--- config.mk ---
export PLATFORM = sky130hd
export DESIGN_NAME = md5_message_digest
export DESIGN_NICKNAME = d
export VERILOG_FILES = /design/src/hw/rtl/md5_pkg.sv /design/src/hw/rtl/md5_front.sv /design/src/hw/rtl/md5_queue.sv /design/src/hw/rtl/md5_core.sv /design/src/hw/rtl/md5_message_digest.sv
export SDC_FILE = /design/constraint.sdc
export NUM_CORES = 2
export LEC_CHECK = 0
export BUFFER_PORTS_ARGS = -buffer_cell sky130_fd_sc_hd__buf_4
export CORE_MARGIN = 2
export CORE_UTILIZATION = 33
export CTS_CLUSTER_SIZE = 25
export DETAILED_ROUTE_END_ITERATION = 16
export PLACE_DENSITY = 0.44
export SLEW_MARGIN = 5
export SYNTH_ARGS = -nofsm -noshare
export SYNTH_HDL_FRONTEND = slang
export SYNTH_SLANG_ARGS = --single-unit
--- constraint.sdc ---
create_clock -name clk -period 68.2 [get_ports clk]
set_input_delay 10.23 -clock clk [delete_from_list [all_inputs] [get_ports clk]]
set_output_delay 10.23 -clock clk [all_outputs]
set_load 0.02 [all_outputs]
--- src/hw/rtl/md5_pkg.sv ---
package md5_pkg;

  localparam int WORD_W      = 32;
  localparam int BLOCK_WORDS = 16;
  // block queue depth, power of two
  localparam int QUEUE_DEPTH = 2;
  localparam int APB_ADDR_W  = 4;

  localparam logic [31:0] IV_A_RESET = 32'h67452301;
  localparam logic [31:0] IV_B_RESET = 32'hefcdab89;
  localparam logic [31:0] IV_C_RESET = 32'h98badcfe;
  localparam logic [31:0] IV_D_RESET = 32'h10325476;

  localparam logic [7:0] PAD_BYTE       = 8'h80;
  localparam logic [5:0] LEN_FILL_LIMIT = 6'd56;
  localparam logic [5:0] LAST_FILL_POS  = 6'd63;
  localparam logic [5:0] LAST_ROUND     = 6'd63;
  localparam logic [1:0] LAST_WORD_INDEX = 2'd3;

  typedef enum logic [1:0] {
    REG_IV_A,
    REG_IV_B,
    REG_IV_C,
    REG_IV_D
  } md5_reg_t;

  typedef logic [3:0][WORD_W-1:0] md5_state_words_t;

  // one 512-bit block handed from the front to the core
  typedef struct packed {
    logic [BLOCK_WORDS-1:0][WORD_W-1:0] words;
    md5_state_words_t                   iv;
    logic                               first;
    logic                               last_blk;
  } md5_blk_t;

  typedef enum logic [2:0] {
    FR_FILL,
    FR_PUSH_FULL,
    FR_PAD,
    FR_PUSH_OVF,
    FR_PUSH_LAST
  } md5_front_state_t;

  typedef enum logic [1:0] {
    CR_IDLE,
    CR_ROUND,
    CR_ADD,
    CR_OUT
  } md5_core_state_t;

  function automatic logic [31:0] md5_k(input logic [5:0] r);
    logic [31:0] k;
    case (r)
      6'd0:  k = 32'hd76aa478;  6'd1:  k = 32'he8c7b756;
      6'd2:  k = 32'h242070db;  6'd3:  k = 32'hc1bdceee;
      6'd4:  k = 32'hf57c0faf;  6'd5:  k = 32'h4787c62a;
      6'd6:  k = 32'ha8304613;  6'd7:  k = 32'hfd469501;
      6'd8:  k = 32'h698098d8;  6'd9:  k = 32'h8b44f7af;
      6'd10: k = 32'hffff5bb1;  6'd11: k = 32'h895cd7be;
      6'd12: k = 32'h6b901122;  6'd13: k = 32'hfd987193;
      6'd14: k = 32'ha679438e;  6'd15: k = 32'h49b40821;
      6'd16: k = 32'hf61e2562;  6'd17: k = 32'hc040b340;
      6'd18: k = 32'h265e5a51;  6'd19: k = 32'he9b6c7aa;
      6'd20: k = 32'hd62f105d;  6'd21: k = 32'h02441453;
      6'd22: k = 32'hd8a1e681;  6'd23: k = 32'he7d3fbc8;
      6'd24: k = 32'h21e1cde6;  6'd25: k = 32'hc33707d6;
      6'd26: k = 32'hf4d50d87;  6'd27: k = 32'h455a14ed;
      6'd28: k = 32'ha9e3e905;  6'd29: k = 32'hfcefa3f8;
      6'd30: k = 32'h676f02d9;  6'd31: k = 32'h8d2a4c8a;
      6'd32: k = 32'hfffa3942;  6'd33: k = 32'h8771f681;
      6'd34: k = 32'h6d9d6122;  6'd35: k = 32'hfde5380c;
      6'd36: k = 32'ha4beea44;  6'd37: k = 32'h4bdecfa9;
      6'd38: k = 32'hf6bb4b60;  6'd39: k = 32'hbebfbc70;
      6'd40: k = 32'h289b7ec6;  6'd41: k = 32'heaa127fa;
      6'd42: k = 32'hd4ef3085;  6'd43: k = 32'h04881d05;
      6'd44: k = 32'hd9d4d039;  6'd45: k = 32'he6db99e5;
      6'd46: k = 32'h1fa27cf8;  6'd47: k = 32'hc4ac5665;
      6'd48: k = 32'hf4292244;  6'd49: k = 32'h432aff97;
      6'd50: k = 32'hab9423a7;  6'd51: k = 32'hfc93a039;
      6'd52: k = 32'h655b59c3;  6'd53: k = 32'h8f0ccc92;
      6'd54: k = 32'hffeff47d;  6'd55: k = 32'h85845dd1;
      6'd56: k = 32'h6fa87e4f;  6'd57: k = 32'hfe2ce6e0;
      6'd58: k = 32'ha3014314;  6'd59: k = 32'h4e0811a1;
      6'd60: k = 32'hf7537e82;  6'd61: k = 32'hbd3af235;
      6'd62: k = 32'h2ad7d2bb;  6'd63: k = 32'heb86d391;
      default: k = 32'h0;
    endcase
    return k;
  endfunction

  // rotate amount, indexed by {round group, round[1:0]}
  function automatic logic [4:0] md5_shift(input logic [3:0] idx);
    logic [4:0] s;
    case (idx)
      4'd0:  s = 5'd7;   4'd1:  s = 5'd12;  4'd2:  s = 5'd17;  4'd3:  s = 5'd22;
      4'd4:  s = 5'd5;   4'd5:  s = 5'd9;   4'd6:  s = 5'd14;  4'd7:  s = 5'd20;
      4'd8:  s = 5'd4;   4'd9:  s = 5'd11;  4'd10: s = 5'd16;  4'd11: s = 5'd23;
      4'd12: s = 5'd6;   4'd13: s = 5'd10;  4'd14: s = 5'd15;  4'd15: s = 5'd21;
      default: s = 5'd0;
    endcase
    return s;
  endfunction

  // message word used by round r
  function automatic logic [3:0] md5_msg_index(input logic [5:0] r);
    logic [3:0] g;
    case (r[5:4])
      2'd0:    g = r[3:0];
      2'd1:    g = 4'(r[3:0] * 4'd5 + 4'd1);
      2'd2:    g = 4'(r[3:0] * 4'd3 + 4'd5);
      default: g = 4'(r[3:0] * 4'd7);
    endcase
    return g;
  endfunction

  function automatic logic [31:0] md5_rotl(input logic [31:0] x, input logic [4:0] s);
    logic [63:0] t;
    t = {x, x} << s;
    return t[63:32];
  endfunction

endpackage

--- src/hw/rtl/md5_front.sv ---
module md5_front #(
  parameter int BYTE_COUNT_WIDTH = 61
) (
  input  logic                      clk,
  input  logic                      rst,
  input  logic                      s_tvalid,
  output logic                      s_tready,
  input  logic [7:0]                s_tdata,
  input  logic                      s_tuser,
  input  logic                      s_tlast,
  input  md5_pkg::md5_state_words_t iv_in,
  output logic                      push_valid,
  input  logic                      push_ready,
  output md5_pkg::md5_blk_t         push_blk
);

  md5_pkg::md5_front_state_t state, state_next;
  logic [5:0]                      fill, fill_next;
  logic [BYTE_COUNT_WIDTH-1:0]     cnt, cnt_next;
  logic                            active, active_next;
  logic                            first_pend, first_pend_next;
  logic                            pend_eom, pend_eom_next;
  md5_pkg::md5_state_words_t       iv_lat, iv_lat_next;
  logic [15:0][31:0]               blk, blk_next;
  logic [63:0]                     len;

  // message length in bits
  assign len = 64'(cnt) << 3;

  always_comb begin
    logic [5:0] pos;
    state_next      = state;
    fill_next       = fill;
    cnt_next        = cnt;
    active_next     = active;
    first_pend_next = first_pend;
    pend_eom_next   = pend_eom;
    iv_lat_next     = iv_lat;
    blk_next        = blk;
    s_tready        = (state == md5_pkg::FR_FILL);
    push_valid      = 1'b0;
    push_blk.words    = blk;
    push_blk.iv       = iv_lat;
    push_blk.first    = first_pend;
    push_blk.last_blk = (state == md5_pkg::FR_PUSH_LAST);
    pos = '0;

    case (state)
      md5_pkg::FR_FILL: begin
        if (s_tvalid) begin
          if (!active) begin
            active_next     = 1'b1;
            iv_lat_next     = iv_in;
            first_pend_next = 1'b1;
          end
          if (s_tuser) begin
            blk_next[fill[5:2]][{fill[1:0], 3'b000} +: 8] = s_tdata;
            cnt_next  = cnt + 1'b1;
            fill_next = fill + 6'd1;
          end
          if (s_tuser && fill == md5_pkg::LAST_FILL_POS) begin
            state_next    = md5_pkg::FR_PUSH_FULL;
            pend_eom_next = s_tlast;
          end else if (s_tlast) begin
            state_next = md5_pkg::FR_PAD;
          end
        end
      end
      md5_pkg::FR_PUSH_FULL: begin
        push_valid = 1'b1;
        if (push_ready) begin
          first_pend_next = 1'b0;
          state_next      = pend_eom ? md5_pkg::FR_PAD : md5_pkg::FR_FILL;
        end
      end
      md5_pkg::FR_PAD: begin
        // marker byte at the fill point, zeros above it
        for (int w = 0; w < 16; w++) begin
          for (int b = 0; b < 4; b++) begin
            pos = 6'(w * 4 + b);
            if (pos == fill) begin
              blk_next[w][b*8 +: 8] = md5_pkg::PAD_BYTE;
            end else if (pos > fill) begin
              blk_next[w][b*8 +: 8] = 8'h00;
            end
          end
        end
        if (fill >= md5_pkg::LEN_FILL_LIMIT) begin
          state_next = md5_pkg::FR_PUSH_OVF;
        end else begin
          blk_next[14] = len[31:0];
          blk_next[15] = len[63:32];
          state_next   = md5_pkg::FR_PUSH_LAST;
        end
      end
      md5_pkg::FR_PUSH_OVF: begin
        push_valid = 1'b1;
        if (push_ready) begin
          first_pend_next = 1'b0;
          blk_next        = '0;
          blk_next[14]    = len[31:0];
          blk_next[15]    = len[63:32];
          state_next      = md5_pkg::FR_PUSH_LAST;
        end
      end
      md5_pkg::FR_PUSH_LAST: begin
        push_valid = 1'b1;
        if (push_ready) begin
          first_pend_next = 1'b0;
          active_next     = 1'b0;
          fill_next       = '0;
          cnt_next        = '0;
          state_next      = md5_pkg::FR_FILL;
        end
      end
      default: begin
        state_next = md5_pkg::FR_FILL;
      end
    endcase
  end

  always_ff @(posedge clk) begin
    if (rst) begin
      state      <= md5_pkg::FR_FILL;
      fill       <= '0;
      cnt        <= '0;
      active     <= 1'b0;
      first_pend <= 1'b0;
      pend_eom   <= 1'b0;
    end else begin
      state      <= state_next;
      fill       <= fill_next;
      cnt        <= cnt_next;
      active     <= active_next;
      first_pend <= first_pend_next;
      pend_eom   <= pend_eom_next;
    end
    iv_lat <= iv_lat_next;
    blk    <= blk_next;
  end

endmodule

--- src/hw/rtl/md5_queue.sv ---
module md5_queue (
  input  logic              clk,
  input  logic              rst,
  input  logic              push_valid,
  output logic              push_ready,
  input  md5_pkg::md5_blk_t push_blk,
  output logic              head_valid,
  input  logic              pop,
  output md5_pkg::md5_blk_t head
);

  localparam int DEPTH = md5_pkg::QUEUE_DEPTH;
  localparam int PTR_W = (DEPTH > 1) ? $clog2(DEPTH) : 1;

  md5_pkg::md5_blk_t  slots [DEPTH];
  logic [PTR_W-1:0]   wr_ptr, rd_ptr;
  logic [PTR_W:0]     count;
  logic               do_push, do_pop;

  assign push_ready = (count != (PTR_W+1)'(DEPTH));
  assign head_valid = (count != '0);
  assign head       = slots[rd_ptr];
  assign do_push    = push_valid && push_ready;
  assign do_pop     = pop && head_valid;

  always_ff @(posedge clk) begin
    if (rst) begin
      wr_ptr <= '0;
      rd_ptr <= '0;
      count  <= '0;
    end else begin
      if (do_push) begin
        wr_ptr <= wr_ptr + 1'b1;
      end
      if (do_pop) begin
        rd_ptr <= rd_ptr + 1'b1;
      end
      count <= count + (PTR_W+1)'(do_push) - (PTR_W+1)'(do_pop);
    end
    if (do_push) begin
      slots[wr_ptr] <= push_blk;
    end
  end

endmodule

--- src/hw/rtl/md5_core.sv ---
module md5_core (
  input  logic              clk,
  input  logic              rst,
  input  logic              head_valid,
  input  md5_pkg::md5_blk_t head,
  output logic              pop,
  output logic              m_tvalid,
  input  logic              m_tready,
  output logic [31:0]       m_tdata,
  output logic [1:0]        m_tuser,
  output logic              m_tlast
);

  md5_pkg::md5_core_state_t  state, state_next;
  logic [5:0]                rnd, rnd_next;
  logic [1:0]                oidx, oidx_next;
  logic [31:0]               wa, wb, wc, wd, pre;
  logic [31:0]               wa_next, wb_next, wc_next, wd_next, pre_next;
  md5_pkg::md5_state_words_t chain, chain_next, start;
  logic [31:0]               f, rot_in, b_new;
  logic [5:0]                rnd_inc;

  // one round per cycle; pre carries a + K + M for the round being run
  always_comb begin
    case (rnd[5:4])
      2'd0:    f = (wb & wc) | (~wb & wd);
      2'd1:    f = (wd & wb) | (~wd & wc);
      2'd2:    f = wb ^ wc ^ wd;
      default: f = wc ^ (wb | ~wd);
    endcase
    rot_in  = f + pre;
    b_new   = wb + md5_pkg::md5_rotl(rot_in, md5_pkg::md5_shift({rnd[5:4], rnd[1:0]}));
    rnd_inc = rnd + 6'd1;
    start   = head.first ? head.iv : chain;
  end

  always_comb begin
    state_next = state;
    rnd_next   = rnd;
    oidx_next  = oidx;
    wa_next    = wa;
    wb_next    = wb;
    wc_next    = wc;
    wd_next    = wd;
    pre_next   = pre;
    chain_next = chain;
    pop        = 1'b0;
    m_tvalid   = (state == md5_pkg::CR_OUT);
    m_tdata    = chain[oidx];
    m_tuser    = oidx;
    m_tlast    = (oidx == md5_pkg::LAST_WORD_INDEX);

    case (state)
      md5_pkg::CR_IDLE: begin
        if (head_valid) begin
          chain_next = start;
          wa_next    = start[0];
          wb_next    = start[1];
          wc_next    = start[2];
          wd_next    = start[3];
          pre_next   = start[0] + md5_pkg::md5_k(6'd0) + head.words[0];
          rnd_next   = '0;
          state_next = md5_pkg::CR_ROUND;
        end
      end
      md5_pkg::CR_ROUND: begin
        wa_next  = wd;
        wd_next  = wc;
        wc_next  = wb;
        wb_next  = b_new;
        pre_next = wd + md5_pkg::md5_k(rnd_inc)
                 + head.words[md5_pkg::md5_msg_index(rnd_inc)];
        rnd_next = rnd_inc;
        if (rnd == md5_pkg::LAST_ROUND) begin
          state_next = md5_pkg::CR_ADD;
        end
      end
      md5_pkg::CR_ADD: begin
        chain_next[0] = chain[0] + wa;
        chain_next[1] = chain[1] + wb;
        chain_next[2] = chain[2] + wc;
        chain_next[3] = chain[3] + wd;
        pop        = 1'b1;
        oidx_next  = '0;
        state_next = head.last_blk ? md5_pkg::CR_OUT : md5_pkg::CR_IDLE;
      end
      md5_pkg::CR_OUT: begin
        if (m_tready) begin
          oidx_next = oidx + 2'd1;
          if (oidx == md5_pkg::LAST_WORD_INDEX) begin
            state_next = md5_pkg::CR_IDLE;
          end
        end
      end
      default: begin
        state_next = md5_pkg::CR_IDLE;
      end
    endcase
  end

  always_ff @(posedge clk) begin
    if (rst) begin
      state <= md5_pkg::CR_IDLE;
      rnd   <= '0;
      oidx  <= '0;
    end else begin
      state <= state_next;
      rnd   <= rnd_next;
      oidx  <= oidx_next;
    end
    wa    <= wa_next;
    wb    <= wb_next;
    wc    <= wc_next;
    wd    <= wd_next;
    pre   <= pre_next;
    chain <= chain_next;
  end

endmodule

--- src/hw/rtl/md5_message_digest.sv ---
// MD5 digest engine, one message byte per input item.
// Input stream: s_tdata carries the byte, s_tuser[0] says a byte is present
// (low for an empty item, e.g. an empty message), s_tlast ends the message.
// Output stream: four items per message, words A, B, C, D; m_tuser gives the
// word index and m_tlast marks word D.
// APB port: four 32-bit IV registers at 0x0, 0x4, 0x8, 0xC (A..D), sampled
// by the first item of each message; pready is tied high.
// Throughput: the front takes one byte per cycle while filling and pauses to
// queue each full block; up to two finished blocks wait in the block queue.
// The core works through each 64-byte block in steps: load, 64 rounds at one
// round per cycle, chaining add; on long messages its round loop sets the
// pace. After the final item the front pads, the core compresses each
// remaining block (one or two), then the four digest words go out back to
// back while m_tready is high.
// Reset clears the front, the queue and the core and restores the standard
// IVs; no clearing pass is needed. A stalled m_tready holds the current word
// and the core; the front keeps taking bytes until the queue fills.
module md5_message_digest #(
  parameter int BYTE_COUNT_WIDTH = 61
) (
  input  logic                           clk,
  input  logic                           rst,
  // s_tdata: [7:0] msg_byte
  input  logic                           s_tvalid,
  output logic                           s_tready,
  input  logic [7:0]                     s_tdata,
  // s_tuser: [0] has_byte
  input  logic                           s_tuser,
  input  logic                           s_tlast,
  // m_tdata: [31:0] digest_word
  output logic                           m_tvalid,
  input  logic                           m_tready,
  output logic [31:0]                    m_tdata,
  // m_tuser: [1:0] word_index
  output logic [1:0]                     m_tuser,
  output logic                           m_tlast,
  input  logic                           psel,
  input  logic                           penable,
  input  logic                           pwrite,
  input  logic [md5_pkg::APB_ADDR_W-1:0] paddr,
  input  logic [31:0]                    pwdata,
  output logic [31:0]                    prdata,
  output logic                           pready
);

  md5_pkg::md5_state_words_t iv_regs;
  md5_pkg::md5_reg_t         reg_sel;
  md5_pkg::md5_blk_t         push_blk, head;
  logic                      push_valid, push_ready, head_valid, pop;
  logic                      cfg_wr;

  // ---- configuration registers ----
  assign pready  = 1'b1;
  assign reg_sel = md5_pkg::md5_reg_t'(paddr[3:2]);
  assign cfg_wr  = psel && penable && pwrite && pready;
  assign prdata  = iv_regs[paddr[3:2]];

  always_ff @(posedge clk) begin
    if (rst) begin
      iv_regs[0] <= md5_pkg::IV_A_RESET;
      iv_regs[1] <= md5_pkg::IV_B_RESET;
      iv_regs[2] <= md5_pkg::IV_C_RESET;
      iv_regs[3] <= md5_pkg::IV_D_RESET;
    end else if (cfg_wr) begin
      case (reg_sel)
        md5_pkg::REG_IV_A: iv_regs[0] <= pwdata;
        md5_pkg::REG_IV_B: iv_regs[1] <= pwdata;
        md5_pkg::REG_IV_C: iv_regs[2] <= pwdata;
        md5_pkg::REG_IV_D: iv_regs[3] <= pwdata;
        default: begin
        end
      endcase
    end
  end

  // ---- front: byte packing and padding ----
  md5_front #(
    .BYTE_COUNT_WIDTH(BYTE_COUNT_WIDTH)
  ) u_front (
    .clk        (clk),
    .rst        (rst),
    .s_tvalid   (s_tvalid),
    .s_tready   (s_tready),
    .s_tdata    (s_tdata),
    .s_tuser    (s_tuser),
    .s_tlast    (s_tlast),
    .iv_in      (iv_regs),
    .push_valid (push_valid),
    .push_ready (push_ready),
    .push_blk   (push_blk)
  );

  // ---- block queue between front and core ----
  md5_queue u_queue (
    .clk        (clk),
    .rst        (rst),
    .push_valid (push_valid),
    .push_ready (push_ready),
    .push_blk   (push_blk),
    .head_valid (head_valid),
    .pop        (pop),
    .head       (head)
  );

  // ---- core: compression rounds and digest output ----
  md5_core u_core (
    .clk        (clk),
    .rst        (rst),
    .head_valid (head_valid),
    .head       (head),
    .pop        (pop),
    .m_tvalid   (m_tvalid),
    .m_tready   (m_tready),
    .m_tdata    (m_tdata),
    .m_tuser    (m_tuser),
    .m_tlast    (m_tlast)
  );

endmodule

==> results by group <==
Final layout
  • Fin nets: 10210
  • P&R area growth vs syn: 13.04%
  • Layout cell share with drive strength beyond 1: 11.57%
  • Area occupied by multi-input gates: 0.04575 mm2
  • Fill cells: 35120
  • FF/Latch Area: 0.07087 mm2

STA
  • Skew final: 0.05358 ns
  • Final setup violation count: 0
  • RSZ-0062 raised after global routing: false
  • Fin. Hold Viols: 0
  • Normalized max-slew margin: 13.29%
  • Fmax: 45.12 MHz
  • Hold slack: 0.4366 ns
  • Max-slew violations: 0
  • Final worst path period share: 32.50%
  • Min Clock Period, post-route: 22.17 ns
  • Tightest Pin Transition: 1.294 ns
  • Setup TNS Final: 0 ns

Power
  • Static leakage: 0.04614 uW
  • Worst vdd ir: 19.01 uV
  • Power Density: 26.48 mW/mm2

Critical path
  • Setup crit start: paddr[2]
  • CP dominant cell by count: buf_4
  • Critical Path End Type: primary output
  • Slowest-stage cell, CP: mux4_2
  • Slowest cell delay on critical path: 0.76 ns
  • Worst-path cell chain: buf_4 > mux4_2 > buf_4
  • Crit Path Max Fanout: 39
  • Cell class contributing the biggest share of worst-path delay: buffers and inverters
  • WP data required: 57.97 ns
  • Crit path launch type: input port
  • Critical path class: input port to primary output
  • WP data arrival: 11.94 ns
  • Crit path buf inv count: 2
  • Worst reg2reg startpoint: u_core.rnd[4]$_SDFFE_PP0P_

Global route
  • Grt ovf: 0
  • Initial antenna violation count: 20
  • First-pass GRT wire length: 573.3 mm
  • Vias in the first global route: 78670
  • Largest net degree at the start of global routing: 181
  • GRT Total Usage: 21.28%

Drt
  • Via-to-Cell Ratio: 5.488
  • Total Wirelength: 400.1 mm
  • Final ANT Viol Nets: 0
  • TritonRoute pass-1 iters: 9
  • Vias: 81280
  • Wire per inst: 27.01 um
  • 1st-iter DRT viols: 7718
  • DRC viols: 0

Die
  • Top-level I/O count: 123
  • Die W: 606.4 um
  • Initial Util: 33.10%
  • Core box area: 0.3617 mm2
  • Row cnt: 221
  • Die area: 0.3677 mm2
  • Die height: 606.4 um

Clock network
  • Max Root-Sink Buffers: 4
  • CTS clk-pin slew, worst paths: 0.05 ns
  • CTS tree: yes
  • CTS buffer count: 286
  • CTS Root Buffer Type: clkbuf_16
  • H-tree lvl count: 5
  • Postcts setup bufs: 0
  • Clock sinks: 2433
  • Clock latency on the worst-skew pair: 0.91 ns
  • Post-CTS Resized: 0
  • Hold buffer count at CTS: 0

Synthesis
  • EDFF count, synth: 2212
  • Synth Flop Type: edfxtp_1
  • Synth top area share: 55.48%
  • Dominant cells by area after synthesis: edfxtp_1 55%, mux4_2 5.8%, dfxtp_1 3.7%
  • #FFs+latches synth: 2433
  • Largest area contributor in the netlist: edfxtp_1
  • Mapped Avg Cell Area: 12.22 um2
  • Netlist Area Pre-Place: 0.1197 mm2
  • YS warnings: 0
  • Count leader, synth: edfxtp_1
  • Synthesized net count: 10220
  • Mapped Cells: 9798
  • Synth top cells by count: 2212 x edfxtp_1, 979 x nand2_1, 971 x nor2_1
  • Asr flop ratio synth: 0%
  • Register area share after synthesis: 59.17%
  • Unique cell type count in the Yosys netlist: 99

Placed design
  • Hpwl dp: 279.1 mm
  • GPL Wtd Cong: 0.8754
  • Port bufs: 119

Min path
  • Hold path start: u_front.push_blk[73]$_DFFE_PP_
  • HP Class: flop to flop

Job
  • Maxcap violations: 0

Outcome
  • Status: finished clean
per-layer routing:
layer	wire, um	track usage (%)
met5	55	0
met4	8131	4.410
met3	24740	3.376
met2	182100	33.55
met1	185100	30.82
final cells by class:
cell class	instances	area share [%]
tap	4794	4.432
clock inverter	142	1.168
timing repair buffer	299	1.744
multi-input combinational	6483	33.80
sequential	2433	52.36
antenna	4	0.007395
clock buffer	372	5.695
inverter	284	0.7913
worst reg2reg max path: cells and delay by family (launching register included):
kind	cells	cell delay (ns)
AO/OA/AOI/OAI	17	4.42
XOR/XNOR	1	0.20
adder cells (fa/ha/maj)	2	0.67
buffers and inverters	1	0.86
flip-flops	1	0.75
multiplexers	1	0.81
AND/OR/NAND/NOR	6	2.46
flip-flops by register name, summed over array words and instances, names as in the netlist, 32 cells and up, named ones only:
register and count:
u_queue.slots 1284, u_front.push_blk 523, iv_regs 128, u_core.chain 128, u_front.cnt 61, u_core.pre 32
u_core.wa 32, u_core.wb 32, u_core.wc 32, u_core.wd 32
power by group:
group | switching [uW] | internal [uW] | total (uW)
combinational | 211 | 113 | 324
clock | 635 | 901 | 1540
sequential | 32.0 | 1690 | 1720
kinds of logic after synthesis:
group / after synthesis / share of synthesized area [%]
other: 1 / 0.003132
XOR/XNOR: 308 / 2.259
AO/OA/AOI/OAI: 2399 / 12.54
buffers and inverters: 882 / 2.835
flip-flops: 2433 / 59.17
adder cells (fa/ha/maj): 368 / 4.105
multiplexers: 681 / 9.012
AND/OR/NAND/NOR: 2726 / 10.08
layout by cell type (no fill, tap or decap), drive strengths merged, types with 26 or more instances in the layout:
cell    synthesis  layout
a211oi        135     135
a21boi         26      26
a21o          116     116
a21oi         836     836
a221oi         44      44
a31oi         108     108
and2           61      61
and3           57      57
buf           132     299
bufinv          0      26
clkbuf        466     372
clkinv          6     105
dfxtp         221     221
edfxtp       2212    2212
fa             42      42
ha            324     324
inv           278     286
mux2           50      50
mux2i         319     319
mux4          312     312
nand2         979     979
nand2b         37      37
nand3         116     116
nand3b         70      70
nand4          38      38
nor2          971     971
nor2b         128     128
nor3          102     102
o211ai         43      43
o21a           33      33
o21ai         562     562
o21bai         37      37
o22a          207     207
o22ai          33      33
o311ai         26      26
or3           109     109
xnor2         185     185
xor2          123     123
worst paths after layout:
check | to | slack (ns) | depth (start not counted)
worst max-delay path | prdata[1] | 46.03 | 3
worst min register to register | u_queue.slots[1][73]$_DFFE_PP_ | 0.44 | 0
worst min-delay path | u_queue.slots[1][73]$_DFFE_PP_ | 0.44 | 0
worst max register to register | u_core.wb[31]$_DFFE_PP_ | 57.73 | 28
through the flow:
stage	std cells	power, uW	instance area [um2]	setup slack, ns	utilization (%)
CTS	14810	3619	135300	46.01	37.42
global route	14810	3713	135300	45.95	37.42
floorplan	9798	1960	119700	38.87	-
detailed placement	14290	2076	126100	46.02	34.85
finish	14810	3583	135400	46.03	37.42
global placement	14290	2069	126100	46.03	34.85
(Power assumes the default switching activity.)
